## src/rtl/smb_pkg.sv

```systemverilog
// ---------------------------------------------------------------------------
// smb_pkg: shared types and constants for the soil moisture balance step
// Sequencer states, register indexes and the factor table helper.
// ---------------------------------------------------------------------------
package smb_pkg;

   typedef enum logic [4:0] {
      ST_IDLE,
      ST_START,
      ST_RATIO,
      ST_NORM,
      ST_LOG_MUL,
      ST_LOG_ACC,
      ST_BETA_MUL,
      ST_BETA_ACC,
      ST_POW_MUL,
      ST_POW_ACC,
      ST_POW_END,
      ST_GW_MUL,
      ST_GW_ACC,
      ST_LIM_MUL,
      ST_LIM_ACC,
      ST_EV_MUL,
      ST_EV_ACC,
      ST_EV_DIV,
      ST_BAL
   } state_type;

   localparam logic [1:0] CSR_CAPACITY = 2'd0;
   localparam logic [1:0] CSR_BETA     = 2'd1;
   localparam logic [1:0] CSR_LP       = 2'd2;

   localparam logic [18:0] CAPACITY_RST = 19'd51200;
   localparam logic [10:0] BETA_RST     = 11'd512;
   localparam logic [8:0]  LP_RST       = 9'd179;

   localparam int unsigned EVAP_W  = 14;
   localparam int unsigned WATER_W = 17;
   localparam int unsigned STORE_W = 19;
   localparam int unsigned LIM_W   = 28;

   localparam logic [WATER_W-1:0] WATER_MAX = '1;

   // integer square root, elaboration use only
   function automatic logic [63:0] isqrt64(input logic [63:0] v);
      logic [63:0] r;
      logic [63:0] b;
      logic [63:0] rem;
      r   = '0;
      rem = v;
      b   = 64'd1 << 62;
      while (b > rem) b = b >> 2;
      while (b != 0) begin
         if (rem >= r + b) begin
            rem = rem - (r + b);
            r   = (r >> 1) + b;
         end else begin
            r = r >> 1;
         end
         b = b >> 2;
      end
      return r;
   endfunction

   // 2^(-2^-k) with f fraction bits, each root truncated
   function automatic logic [63:0] pow_factor(input int unsigned f, input int unsigned k);
      logic [63:0] d;
      d = 64'd1 << (f - 1);
      for (int unsigned j = 1; j <= k; j++) begin
         d = isqrt64(d << f);
      end
      return d;
   endfunction

endpackage

```

## src/rtl/soil_moisture_balance_step.sv

```systemverilog
// ---------------------------------------------------------------------------
// soil_moisture_balance_step: soil moisture routine, one time step per word
// Splits infiltration into groundwater and soil shares, reduces evaporation
// by soil dryness and keeps the moisture store, in 1/256 mm fixed point.
// ---------------------------------------------------------------------------
//  channel | dir | fields (low bit first)
//  req     | in  | tdata: infiltration 17, potential_evap 14
//  rsp     | out | tdata: actual_evap 14, groundwater_recharge 17,
//          |     |        soil_recharge 17, new_moisture 19
//  csr     | in  | index 0 capacity, 1 beta, 2 LP; write only
//
//  Words are taken one at a time (F = POWER_FRAC_BITS); the time per word is set
//  by the bit-serial ratio and evaporation divisions and by the 2F log and power
//  steps through the single shared multiplier.
//  Reset clears the moisture store and loads the register defaults.
//  A new word is taken only in idle; a finished word waits in the output
//  register, and the next word may run up to its last cycle meanwhile.
// ---------------------------------------------------------------------------
module soil_moisture_balance_step
   import smb_pkg::*;
#(
   parameter int unsigned POWER_FRAC_BITS = 16
) (
   input  logic        clock,
   input  logic        reset,
   input  logic        req_tvalid,
   output logic        req_tready,
   input  logic [31:0] req_tdata,   // infiltration, potential_evap
   output logic        rsp_tvalid,
   input  logic        rsp_tready,
   output logic [71:0] rsp_tdata,   // actual_evap, groundwater_recharge,
                                    // soil_recharge, new_moisture
   input  logic        csr_we,
   input  logic [1:0]  csr_index,
   input  logic [18:0] csr_wdata
);

   localparam int unsigned F   = POWER_FRAC_BITS;
   localparam int unsigned KW  = $clog2(F + 1);
   localparam int unsigned DIW = $clog2(F);
   localparam int unsigned LW  = KW + F;
   localparam int unsigned AW  = (F + 1 > WATER_W) ? F + 1 : WATER_W;
   localparam int unsigned BW  = (LW > STORE_W) ? LW : STORE_W;
   localparam int unsigned PW  = AW + BW;
   localparam int unsigned QW  = (F > EVAP_W) ? F : EVAP_W;
   localparam logic [F:0]  ONE = {1'b1, {F{1'b0}}};

   state_type state_ff, state_in;

   logic [STORE_W-1:0] cap_ff, cap_in;
   logic [10:0]        beta_ff, beta_in;
   logic [8:0]         lp_ff, lp_in;
   logic [STORE_W-1:0] sm_ff, sm_in;

   logic [WATER_W-1:0] inf_ff, inf_in;
   logic [EVAP_W-1:0]  epot_ff, epot_in;
   logic [KW-1:0]      k_ff, k_in;
   logic [KW-1:0]      cnt_ff, cnt_in;
   logic [F:0]         x_ff, x_in;
   logic [F-1:0]       frac_ff, frac_in;
   logic [F:0]         p_ff, p_in;
   logic [F:0]         pw_ff, pw_in;
   logic               ipbig_ff, ipbig_in;
   logic [KW-1:0]      ipsh_ff, ipsh_in;
   logic [PW-1:0]      prod_ff, prod_in;
   logic [LIM_W-1:0]   rem_ff, rem_in;
   logic [LIM_W-1:0]   den_ff, den_in;
   logic [EVAP_W-1:0]  bits_ff, bits_in;
   logic [QW-1:0]      quo_ff, quo_in;
   logic [EVAP_W-1:0]  eact_ff, eact_in;
   logic [WATER_W-1:0] gw_ff, gw_in;
   logic [WATER_W-1:0] soil_ff, soil_in;

   logic               rvalid_ff, rvalid_in;
   logic [EVAP_W-1:0]  revap_ff, revap_in;
   logic [WATER_W-1:0] rgw_ff, rgw_in;
   logic [WATER_W-1:0] rsoil_ff, rsoil_in;

   logic [AW-1:0]      mul_a;
   logic [BW-1:0]      mul_b;
   logic [F-1:0]       d_tab [F];
   logic [LW-1:0]      lval;
   logic [LIM_W:0]     div_t;
   logic               div_ge;
   logic [LIM_W-1:0]   div_r;
   logic [F+1:0]       sq;
   logic [WATER_W-1:0] gwp;
   logic               out_free;
   logic               req_acc;
   logic signed [20:0] bal_t;
   logic [19:0]        bal_ovf;
   logic [20:0]        bal_gsum;
   logic [F-1:0]       ratio;

   // power factors 2^(-2^-(gi+1)), built at elaboration
   for (genvar gi = 0; gi < F; gi++) begin : g_dtab
      localparam logic [63:0] DV = pow_factor(F, gi + 1);
      assign d_tab[gi] = DV[F-1:0];
   end

   assign req_tready = (state_ff == ST_IDLE);
   assign req_acc    = req_tvalid && req_tready;
   assign out_free   = !rvalid_ff || rsp_tready;
   assign rsp_tvalid = rvalid_ff;
   assign rsp_tdata  = {5'b0, sm_ff, rsoil_ff, rgw_ff, revap_ff};

   assign lval   = {cnt_ff, {F{1'b0}}} - LW'(frac_ff);
   assign div_t  = {rem_ff, bits_ff[EVAP_W-1]};
   assign div_ge = div_t >= {1'b0, den_ff};
   assign div_r  = div_ge ? LIM_W'(div_t - {1'b0, den_ff}) : div_t[LIM_W-1:0];
   assign sq     = prod_ff[2*F+1:F];
   assign gwp    = prod_ff[F+WATER_W-1:F];
   assign ratio  = quo_ff[F-1:0];

   // shared multiplier, product always registered
   always_comb begin
      mul_a = '0;
      mul_b = '0;
      case (state_ff)
         ST_LOG_MUL: begin
            mul_a = AW'(x_ff);
            mul_b = BW'(x_ff);
         end
         ST_BETA_MUL: begin
            mul_a = AW'(beta_ff);
            mul_b = BW'(lval);
         end
         ST_POW_MUL: begin
            mul_a = AW'(p_ff);
            mul_b = BW'(d_tab[k_ff[DIW-1:0]]);
         end
         ST_GW_MUL: begin
            mul_a = AW'(inf_ff);
            mul_b = BW'(pw_ff);
         end
         ST_LIM_MUL: begin
            mul_a = AW'(lp_ff);
            mul_b = BW'(cap_ff);
         end
         ST_EV_MUL: begin
            mul_a = AW'(epot_ff);
            mul_b = BW'(sm_ff);
         end
         default: begin
            mul_a = '0;
            mul_b = '0;
         end
      endcase
      prod_in = PW'(mul_a) * PW'(mul_b);
   end

   // next state
   always_comb begin
      state_in = state_ff;
      unique case (state_ff)
         ST_IDLE:     if (req_acc) state_in = ST_START;
         ST_START: begin
            if (sm_ff == '0)         state_in = ST_GW_MUL;
            else if (sm_ff >= cap_ff) state_in = ST_NORM;
            else                      state_in = ST_RATIO;
         end
         ST_RATIO: begin
            if (k_ff == KW'(F)) state_in = (ratio == '0) ? ST_GW_MUL : ST_NORM;
         end
         ST_NORM:     if (x_ff[F]) state_in = ST_LOG_MUL;
         ST_LOG_MUL:  state_in = ST_LOG_ACC;
         ST_LOG_ACC:  state_in = (k_ff == KW'(F - 1)) ? ST_BETA_MUL : ST_LOG_MUL;
         ST_BETA_MUL: state_in = ST_BETA_ACC;
         ST_BETA_ACC: state_in = ST_POW_MUL;
         ST_POW_MUL: begin
            if (frac_ff[F-1])             state_in = ST_POW_ACC;
            else if (k_ff == KW'(F - 1)) state_in = ST_POW_END;
         end
         ST_POW_ACC:  state_in = (k_ff == KW'(F - 1)) ? ST_POW_END : ST_POW_MUL;
         ST_POW_END:  state_in = ST_GW_MUL;
         ST_GW_MUL:   state_in = ST_GW_ACC;
         ST_GW_ACC:   state_in = ST_LIM_MUL;
         ST_LIM_MUL:  state_in = ST_LIM_ACC;
         ST_LIM_ACC: begin
            if ({sm_ff, 8'b0} >= {1'b0, prod_ff[LIM_W-1:0]}) state_in = ST_BAL;
            else                                              state_in = ST_EV_MUL;
         end
         ST_EV_MUL:   state_in = ST_EV_ACC;
         ST_EV_ACC:   state_in = ST_EV_DIV;
         ST_EV_DIV:   if (k_ff == KW'(EVAP_W)) state_in = ST_BAL;
         ST_BAL:      if (out_free) state_in = ST_IDLE;
         default:     state_in = ST_IDLE;
      endcase
   end

   // datapath
   always_comb begin
      cap_in   = cap_ff;
      beta_in  = beta_ff;
      lp_in    = lp_ff;
      sm_in    = sm_ff;
      inf_in   = inf_ff;
      epot_in  = epot_ff;
      k_in     = k_ff;
      cnt_in   = cnt_ff;
      x_in     = x_ff;
      frac_in  = frac_ff;
      p_in     = p_ff;
      pw_in    = pw_ff;
      ipbig_in = ipbig_ff;
      ipsh_in  = ipsh_ff;
      rem_in   = rem_ff;
      den_in   = den_ff;
      bits_in  = bits_ff;
      quo_in   = quo_ff;
      eact_in  = eact_ff;
      gw_in    = gw_ff;
      soil_in  = soil_ff;
      rvalid_in = rvalid_ff && !rsp_tready;
      revap_in = revap_ff;
      rgw_in   = rgw_ff;
      rsoil_in = rsoil_ff;
      bal_t    = '0;
      bal_ovf  = '0;
      bal_gsum = '0;

      if (csr_we) begin
         unique case (csr_index)
            CSR_CAPACITY: cap_in  = csr_wdata;
            CSR_BETA:     beta_in = csr_wdata[10:0];
            CSR_LP:       lp_in   = csr_wdata[8:0];
            default: ;
         endcase
      end

      unique case (state_ff)
         ST_IDLE: begin
            inf_in  = req_tdata[WATER_W-1:0];
            epot_in = req_tdata[WATER_W+EVAP_W-1:WATER_W];
         end
         ST_START: begin
            pw_in  = '0;
            x_in   = ONE;
            cnt_in = '0;
            rem_in = LIM_W'(sm_ff);
            den_in = LIM_W'(cap_ff);
            bits_in = '0;
            quo_in = '0;
            k_in   = '0;
         end
         ST_RATIO: begin
            if (k_ff == KW'(F)) begin
               pw_in  = '0;
               x_in   = {1'b0, ratio};
               cnt_in = '0;
            end else begin
               rem_in  = div_r;
               quo_in  = {quo_ff[QW-2:0], div_ge};
               bits_in = {bits_ff[EVAP_W-2:0], 1'b0};
               k_in    = k_ff + 1'b1;
            end
         end
         ST_NORM: begin
            if (x_ff[F]) begin
               k_in    = '0;
               frac_in = '0;
            end else begin
               x_in   = {x_ff[F-1:0], 1'b0};
               cnt_in = cnt_ff + 1'b1;
            end
         end
         ST_LOG_ACC: begin
            // square lands in [1,4): one more log bit per step
            x_in    = sq[F+1] ? sq[F+1:1] : sq[F:0];
            frac_in = {frac_ff[F-2:0], sq[F+1]};
            k_in    = k_ff + 1'b1;
         end
         ST_BETA_ACC: begin
            frac_in  = prod_ff[F+7:8];
            ipsh_in  = prod_ff[F+8+KW-1:F+8];
            ipbig_in = (|prod_ff[PW-1:F+8+KW]) || (prod_ff[F+8+KW-1:F+8] > KW'(F));
            p_in     = ONE;
            k_in     = '0;
         end
         ST_POW_MUL: begin
            if (!frac_ff[F-1]) begin
               frac_in = {frac_ff[F-2:0], 1'b0};
               k_in    = k_ff + 1'b1;
            end
         end
         ST_POW_ACC: begin
            p_in    = prod_ff[2*F:F];
            frac_in = {frac_ff[F-2:0], 1'b0};
            k_in    = k_ff + 1'b1;
         end
         ST_POW_END: begin
            pw_in = ipbig_ff ? '0 : (p_ff >> ipsh_ff);
         end
         ST_GW_ACC: begin
            gw_in   = (gwp > inf_ff) ? inf_ff : gwp;
            soil_in = inf_ff - ((gwp > inf_ff) ? inf_ff : gwp);
         end
         ST_LIM_ACC: begin
            den_in  = prod_ff[LIM_W-1:0];
            eact_in = epot_ff;
         end
         ST_EV_ACC: begin
            // numerator epot*sm*256, top part already below the limit
            rem_in  = LIM_W'(prod_ff[32:6]);
            bits_in = {prod_ff[5:0], 8'b0};
            quo_in  = '0;
            k_in    = '0;
         end
         ST_EV_DIV: begin
            if (k_ff == KW'(EVAP_W)) begin
               eact_in = quo_ff[EVAP_W-1:0];
            end else begin
               rem_in  = div_r;
               quo_in  = {quo_ff[QW-2:0], div_ge};
               bits_in = {bits_ff[EVAP_W-2:0], 1'b0};
               k_in    = k_ff + 1'b1;
            end
         end
         ST_BAL: begin
            bal_t = 21'(soil_ff) + 21'(sm_ff) - 21'(eact_ff);
            if (out_free) begin
               rvalid_in = 1'b1;
               rsoil_in  = soil_ff;
               revap_in  = eact_ff;
               rgw_in    = gw_ff;
               if (bal_t > $signed(21'(cap_ff))) begin
                  bal_ovf  = 20'(bal_t - $signed(21'(cap_ff)));
                  bal_gsum = 21'(gw_ff) + 21'(bal_ovf);
                  rgw_in   = (bal_gsum > 21'(WATER_MAX)) ? WATER_MAX
                                                          : bal_gsum[WATER_W-1:0];
                  sm_in    = cap_ff;
               end else if (bal_t < 0) begin
                  revap_in = EVAP_W'(20'(soil_ff) + 20'(sm_ff));
                  sm_in    = '0;
               end else begin
                  sm_in = bal_t[STORE_W-1:0];
               end
            end
         end
         default: ;
      endcase
   end

   always_ff @(posedge clock) begin
      if (reset) begin
         state_ff  <= ST_IDLE;
         cap_ff    <= CAPACITY_RST;
         beta_ff   <= BETA_RST;
         lp_ff     <= LP_RST;
         sm_ff     <= '0;
         rvalid_ff <= 1'b0;
      end else begin
         state_ff  <= state_in;
         cap_ff    <= cap_in;
         beta_ff   <= beta_in;
         lp_ff     <= lp_in;
         sm_ff     <= sm_in;
         rvalid_ff <= rvalid_in;
      end
   end

   always_ff @(posedge clock) begin
      inf_ff   <= inf_in;
      epot_ff  <= epot_in;
      k_ff     <= k_in;
      cnt_ff   <= cnt_in;
      x_ff     <= x_in;
      frac_ff  <= frac_in;
      p_ff     <= p_in;
      pw_ff    <= pw_in;
      ipbig_ff <= ipbig_in;
      ipsh_ff  <= ipsh_in;
      prod_ff  <= prod_in;
      rem_ff   <= rem_in;
      den_ff   <= den_in;
      bits_ff  <= bits_in;
      quo_ff   <= quo_in;
      eact_ff  <= eact_in;
      gw_ff    <= gw_in;
      soil_ff  <= soil_in;
      revap_ff <= revap_in;
      rgw_ff   <= rgw_in;
      rsoil_ff <= rsoil_in;
   end

   a_accept_starts: assert property (@(posedge clock) disable iff (reset)
      req_acc |=> state_ff == ST_START)
      else $error("accepted word did not start the sequencer");

   a_div_rem_bound: assert property (@(posedge clock) disable iff (reset)
      (state_ff == ST_RATIO || state_ff == ST_EV_DIV) |-> rem_ff < den_ff)
      else $error("divider remainder not below divisor");

   a_power_le_one: assert property (@(posedge clock) disable iff (reset)
      state_ff == ST_GW_MUL |-> pw_ff <= ONE)
      else $error("power above one");

   a_bal_holds: assert property (@(posedge clock) disable iff (reset)
      (state_ff == ST_BAL && rvalid_ff && !rsp_tready) |=> state_ff == ST_BAL)
      else $error("result left while output register busy");

endmodule
```

## config.mk

```make
export PLATFORM = sky130hd
export DESIGN_NAME = soil_moisture_balance_step
export DESIGN_NICKNAME = d
export VERILOG_FILES = /design/src/rtl/smb_pkg.sv /design/src/rtl/soil_moisture_balance_step.sv
export SDC_FILE = /design/constraint.sdc
export NUM_CORES = 2
export LEC_CHECK = 0
export BUFFER_PORTS_ARGS = -buffer_cell sky130_fd_sc_hd__buf_4
export CAP_MARGIN = 15
export CORE_ASPECT_RATIO = 0.8
export CORE_MARGIN = 4
export CORE_UTILIZATION = 65
export DETAILED_ROUTE_END_ITERATION = 12
export MAX_ROUTING_LAYER = met4
export PLACE_DENSITY_LB_ADDON = 0.2
export SLEW_MARGIN = 5
export SYNTH_ARGS = -nofsm -noshare
export SYNTH_HDL_FRONTEND = slang
export SYNTH_SLANG_ARGS = --single-unit
```

## constraint.sdc

```tcl
create_clock -name clock -period 12.4 [get_ports clock]
set_input_delay 1.24 -clock clock [delete_from_list [all_inputs] [get_ports clock]]
set_output_delay 1.24 -clock clock [all_outputs]
set_load 0.05 [all_outputs]
```

# Word-level counts from Yosys, hierarchy flattened
# Memory sizes are Yosys's and may differ from the RTL's.
# Cells that the tools add are included.
[word_totals] register_bits=398 mem_bits_ro=256 inputBits=58 out_inout_bits=74 word_cells=183 memories=1
[mem_list] memory="(name not given)" words=16 width=16 read_ports=1 rd_clocked_by_memory_dff=0 wr=0 line_no="soil_moisture_balance_step.sv:130" text="mul_b = BW'(d_tab[k_ff[DIW-1:0]]);"
[classes] n_addsub=10 n_mul=1 order_cmp=9 eq_ne=33 n_shift=1 muxes=59 n_bitwise=1 n_reduce_logical=39
[op_table] cell="$mux 17" n=8
[op_table] cell="$pmux 21 s6" n=1
[op_table] cell="$pmux 28 s4" n=1
[op_table] cell="$pmux 17 s6" n=1
[op_table] cell="$mux 16" n=6
[op_table] cell="$pmux 5 s19" n=1
[op_table] cell="$mux 28" n=3
[op_table] cell="$pmux 16 s5" n=1
[op_table] cell="$mux 14" n=5
[op_table] cell="$mux 5" n=14
[op_table] cell="$pmux 17 s4" n=1
[op_table] cell="$pmux 14 s4" n=1
[op_table] cell="$pmux 28 s2" n=1
[op_table] cell="$pmux 17 s3" n=1
[op_table] cell="$eq 5x4->1 const B" n=10
[op_table] cell="$pmux 16 s3" n=1
[op_table] cell="$mul 17x21->38" n=1
[op_table] cell="$mux 19" n=2
[op_table] cell="$pmux 17 s2" n=1
[op_table] cell="$pmux 5 s6" n=1
[op_table] cell="$ge 29x28->1" n=1
[op_table] cell="$ge 27x28->1" n=1
[op_table] cell="$pmux 14 s2" n=1
[op_table] cell="$sub 28x28->28" n=1
[op_table] cell="49 further kinds" n=88

# Logic depth before layout (Yosys ltp)
[depth] word_depth=7 depth_mapped=35 ltp_nobuf=31

# Least setup slack after synthesis
# OpenSTA, ideal clock, no wires.
[synth_timing] kind="register -> register" startpoint="register frac_ff[0]" endpoint="register prod_ff[35]" setup_time_ns=0.120 t_arrival_ns=7.858 required_ns=12.280 path_slack_ns=4.422 stages_incl_launch_ff=30 n_path_buf=0 period_less_slack_ns=7.978 path_cell_list="edfxtp_1 -> inv_1 -> ha_1 -> or3b_2 -> nor3_1 -> xnor2_1 -> a2111oi_0 -> nor2_1 -> fa_1 -> inv_1 -> fa_1 -> inv_1 -> fa_1 -> inv_1 -> fa_1 -> inv_1 -> fa_1 -> inv_1 -> fa_1 -> inv_1 -> ha_1 -> a21oi_1 -> nand2_1 -> o21ai_0 -> or4_1 -> a31oi_1 -> o41ai_1 -> o21bai_1 -> a211oi_1 -> nor2_1"
[synth_between] elab_chain_len=3
[synth_rtl] element="start: declaration" line_no="soil_moisture_balance_step.sv:60" text="logic [F-1:0] frac_ff, frac_in;"
[synth_rtl] element="start signal: assignment" line_no="soil_moisture_balance_step.sv:368" text="frac_ff <= frac_in;"
[synth_rtl] element="$sub 21x16->21" line_no="soil_moisture_balance_step.sv:107" text="assign lval = {cnt_ff, {F{1'b0}}} - LW'(frac_ff);"
[synth_rtl] element="$pmux 21 s6" line_no="soil_moisture_balance_step.sv:119" text="case (state_ff)"
[synth_rtl] element="$mul 17x21->38" line_no="soil_moisture_balance_step.sv:149" text="prod_in = PW'(mul_a) * PW'(mul_b);"
[synth_rtl] element="net prod_in[35]" line_no="soil_moisture_balance_step.sv:65" text="logic [PW-1:0] prod_ff, prod_in;"
[synth_rtl] element="end signal: assignment" line_no="soil_moisture_balance_step.sv:373" text="prod_ff <= prod_in;"
[synth_rtl] element="end: declaration" line_no="soil_moisture_balance_step.sv:65"
# The timed path passes the listed nets, and every way through them passes these cells.
# A chain may end at the register's enable or synchronous reset.

# Worst setup path in the final report
[layout_timing] startpoint="register state_ff[1]" endpoint="register prod_ff[35]"
[layout_between] elab_chain_len=3 elab_cells_between_ends=9 classes_between="1 x mul; 6 x eq/ne; 2 x mux"
[layout_rtl] element="start: declaration" line_no="soil_moisture_balance_step.sv:48" text="state_type state_ff, state_in;"
[layout_rtl] element="start signal: assignment" line_no="soil_moisture_balance_step.sv:353" text="state_ff <= state_in;"
[layout_rtl] element="$eq 5x4->1 / $eq 5x3->1 (equally long branches)" line_no="soil_moisture_balance_step.sv:119"
[layout_rtl] element="$pmux 17 s6 / $pmux 21 s6 (equally long branches)" line_no="soil_moisture_balance_step.sv:119"
[layout_rtl] element="$mul 17x21->38 (*)" line_no="soil_moisture_balance_step.sv:149"
[layout_rtl] element="net prod_in[35]" line_no="soil_moisture_balance_step.sv:65"
# The timed path passes the listed nets; every way through them passes the cells marked *.

==> impl_results.md <==
- Worst reg2reg setup slack: 2.08 ns
- Placement row count: 76
- Clock Skews: 0.0261 ns
- Crit path launch type: register
- Max-slew headroom: 15.3%
- Dominant synthesized flop cell: edfxtp_1
- Crit path buf inv count: 6
- Area Overhead vs Synth: 9.28%
- Peak supply drop: 0.202 mV
- Final hold vios: 0
- Initial core utilization: 66.4%
- Fraction of layout cells with a size suffix above 1: 8.37%
- PD cells: 171 nW/um^2
- Core area: 54300 um^2
- Top Ports: 132
- Synth Register Bits: 390
- Vias post-DR: 30218
- Ys async rst share: 0%
- Register area share after synthesis: 29.7%
- GR Util All Layers: 40.5%
- Delay-heaviest family, CP: adder cells
- Wire per inst: 24.7 um
- Crit-path most repeated cell: fa_1
- Initial drt markers: 4195
- Horiz. Die Dim: 271 um
- Number of detailed-route iterations in the first pass: 7
- Avg Cell Area, Syn: 9.30 um^2
- RSZ-0062 raised after global routing: no
- Final ANT Viol Nets: 0
- Initial antenna violation count: 4
- Highest clock rate: 0.0969 GHz
- Distinct cells, synth: 83
- Die Ht: 219 um
- Post-CTS Hold Fix Bufs: 0
- Post-CTS resize count: 0
- Routed WL: 117000 um
- Fin crit period: 10.32 ns
- Fill cell count: 4089
- Reg2Reg Depth: 28
- Vias in the first global route: 28680
- Clk buf depth: 3
- I/O Buffers: 125
- Worst-Skew Late Latency: 0.57 ns
- Synthesized area: 36000 um^2
- DRC Markers: 0
- Slew of the pin with the lowest slew margin: 1.27 ns
- Final setup fails: 0
- Top Layer Used: met4
- Max_cap viols: 0
- CP Capture Type: register
- GRT overflow: 0
- Hold Path Class: reg -> reg
- Hold path cells: 2
- DIE AREA: 59300 um^2
- Hpwl dp: 91400 um
- H-tree Lvls: 2
- Final Max Slew Viols: 0
- EDFF count, synth: 288
- Final core utilization: 72.5%
- GPL Wtd Cong: 1.03
- Met2 wire len: 47400 um
- Largest net degree at the start of global routing: 51
- Met1 wire length: 48100 um
- Critical path class: reg -> reg
- Post-DR vias/cell: 6.37
- Post-CTS Setup Inserts: 0
- Synth warn: 0
- Clk sink count: 390
- Worst Hold End: lp_ff[2]
- Crit-path max cell delay: 1.06 ns
- Mapped Cells: 3873
- Tcrit/Tclk final: 83.2%
- Clk root buf: clkbuf_16
- Hold wc startpoint: lp_ff[2]
- Layout Nets: 4626
- Routed wl met3: 17500 um
- CP required: 12.85 ns
- Largest fanout on the critical path: 20
- Final setup TNS: 0 ns
- CTS clock-pin slew for the worst setup and hold paths: 0.06 ns
- Crit Reg-Reg Endpoint: prod_ff[35]
- CTS buffer count: 40
- CTS tree: built
- Outcome: finished clean
- R2r startpoint: state_ff[1]
- Leak: 0.0178 uW
- Critical-path top delay cell: a221oi_1
- Data arrival, critical path: 10.78 ns
- First-pass GRT wire length: 177000 um
## metrics by stage
stage                     instances  power (uW)  area, um^2  setup slack, ns  hold slack, ns
final                          4746        6730       39400             2.08           0.467
after global placement         4666        5260       38000             2.63           0.453
after floorplan                3894        4270       36100             4.42           0.426
after CTS                      4740        6590       39300             2.45           0.464
after global routing           4745        7050       39400             1.65           0.489
after detailed placement       4666        5320       38000             2.47           0.456
## synth_stat cells, types with 12 or more instances
cell type,number,area share (%)
or3_1,13,0.23
inv_1,555,5.8
o21a_1,32,0.67
nand2b_1,43,0.75
nand2_1,473,4.9
and2_1,65,1.1
nor4_1,18,0.31
clkbuf_1,141,1.5
xor2_1,47,1.1
edfxtp_1,288,24
a21o_1,78,1.6
a222oi_1,12,0.33
a22oi_1,63,1.3
nor2_1,241,2.5
mux2i_1,95,2.6
a31oi_1,17,0.30
dfxtp_1,102,5.7
xnor2_1,90,2.2
nand3_1,55,0.76
nor3_1,64,0.89
buf_1,13,0.14
mux2_2,13,0.41
nand4_1,26,0.45
nand3b_1,13,0.27
ha_1,296,10
a21oi_1,171,2.4
a211oi_1,36,0.75
nor2b_1,58,1.0
fa_1,303,17
a22o_1,30,0.73
o21ai_0,185,2.6
o32a_1,17,0.47
and3_1,19,0.33
## final cells by class
class                   count  area, um^2  share of cell area, %
diodes                      4        10.0                 0.0254
clock buffers              58        1200                   3.06
clock inverters            16         145                  0.369
inverters                 555        2080                   5.29
multi-input cells        2779       22800                   57.8
flip-flops and latches    390       10700                   27.2
well taps                 741         927                   2.35
repair buffers            203        1540                   3.92
## tightest hold or removal path, cell delays in order, from the launching register on
cell and delay (ns):
dfxtp_1 0.32, nand2_1 0.05, a21oi_1 0.05
## state kept, by name, summed over array words and instances (netlist names), 19 cells and up
| signal | cells |
|---|---|
| prod_ff | 38 |
| den_ff | 28 |
| rem_ff | 28 |
| cap_ff | 19 |
| sm_ff | 19 |
## logic make-up after synthesis
kind of cell / share of synthesized area [%]
adders and majority gates: 27.1
muxes: 3.23
and+or+nand+nor: 14.4
AOI/OAI and AO/OA: 14.6
other: 0.0208
DFF: 29.7
xor gates and xnor gates: 3.33
buffers and inverters: 7.68
## how the worst max path moves through the flow
stage	start	end	slack (ns)	cells after the start
floorplan	frac_ff[0]	prod_ff[35]	4.42	29
global placement	state_ff[4]	prod_ff[35]	2.63	27
detailed placement	state_ff[1]	prod_ff[35]	2.47	28
CTS	state_ff[1]	prod_ff[35]	2.45	28
global route	state_ff[1]	prod_ff[35]	1.65	28
finish	state_ff[1]	prod_ff[35]	2.08	28
## cells in the final DEF (no fill, tap or decap), types with 10 or more instances in the layout
cell | Yosys | layout
a211oi_1 | 36 | 34
buf_4 | 6 | 202
a21oi_1 | 171 | 170
o21a_1 | 32 | 32
conb_1 | 2 | 23
and2_1 | 65 | 65
nor2_1 | 241 | 234
mux2i_1 | 95 | 95
fa_1 | 303 | 303
o21ai_0 | 185 | 183
a21o_1 | 78 | 78
o31ai_1 | 11 | 10
o32a_1 | 17 | 17
nand3_1 | 55 | 55
a22oi_1 | 63 | 63
nand4_1 | 26 | 26
or2_2 | 10 | 10
and3_1 | 19 | 18
xor2_1 | 47 | 47
a31oi_1 | 17 | 17
nand3b_1 | 13 | 13
mux2_2 | 13 | 13
dfxtp_1 | 102 | 102
clkbuf_16 | 0 | 44
o21ai_1 | 8 | 10
xnor2_1 | 90 | 90
nand2_1 | 473 | 473
nor2b_1 | 58 | 58
nor3_1 | 64 | 59
a22o_1 | 30 | 30
nor4_1 | 18 | 17
edfxtp_1 | 288 | 288
nand2b_1 | 43 | 43
or3_1 | 13 | 13
ha_1 | 296 | 296
a222oi_1 | 12 | 12
inv_1 | 555 | 555
## routing by layer
layer  up-vias  track usage (%)
met5         -                -
met2      2097             55.2
met4         0             11.7
met3       304             12.6
met1     14447             58.4
li1      13370                -
## where the power goes
group	internal, uW	switching [uW]
clock	722	545
sequential	1880	377
combinational	1150	2050
Note: power is estimated with default switching activity, not from simulation.
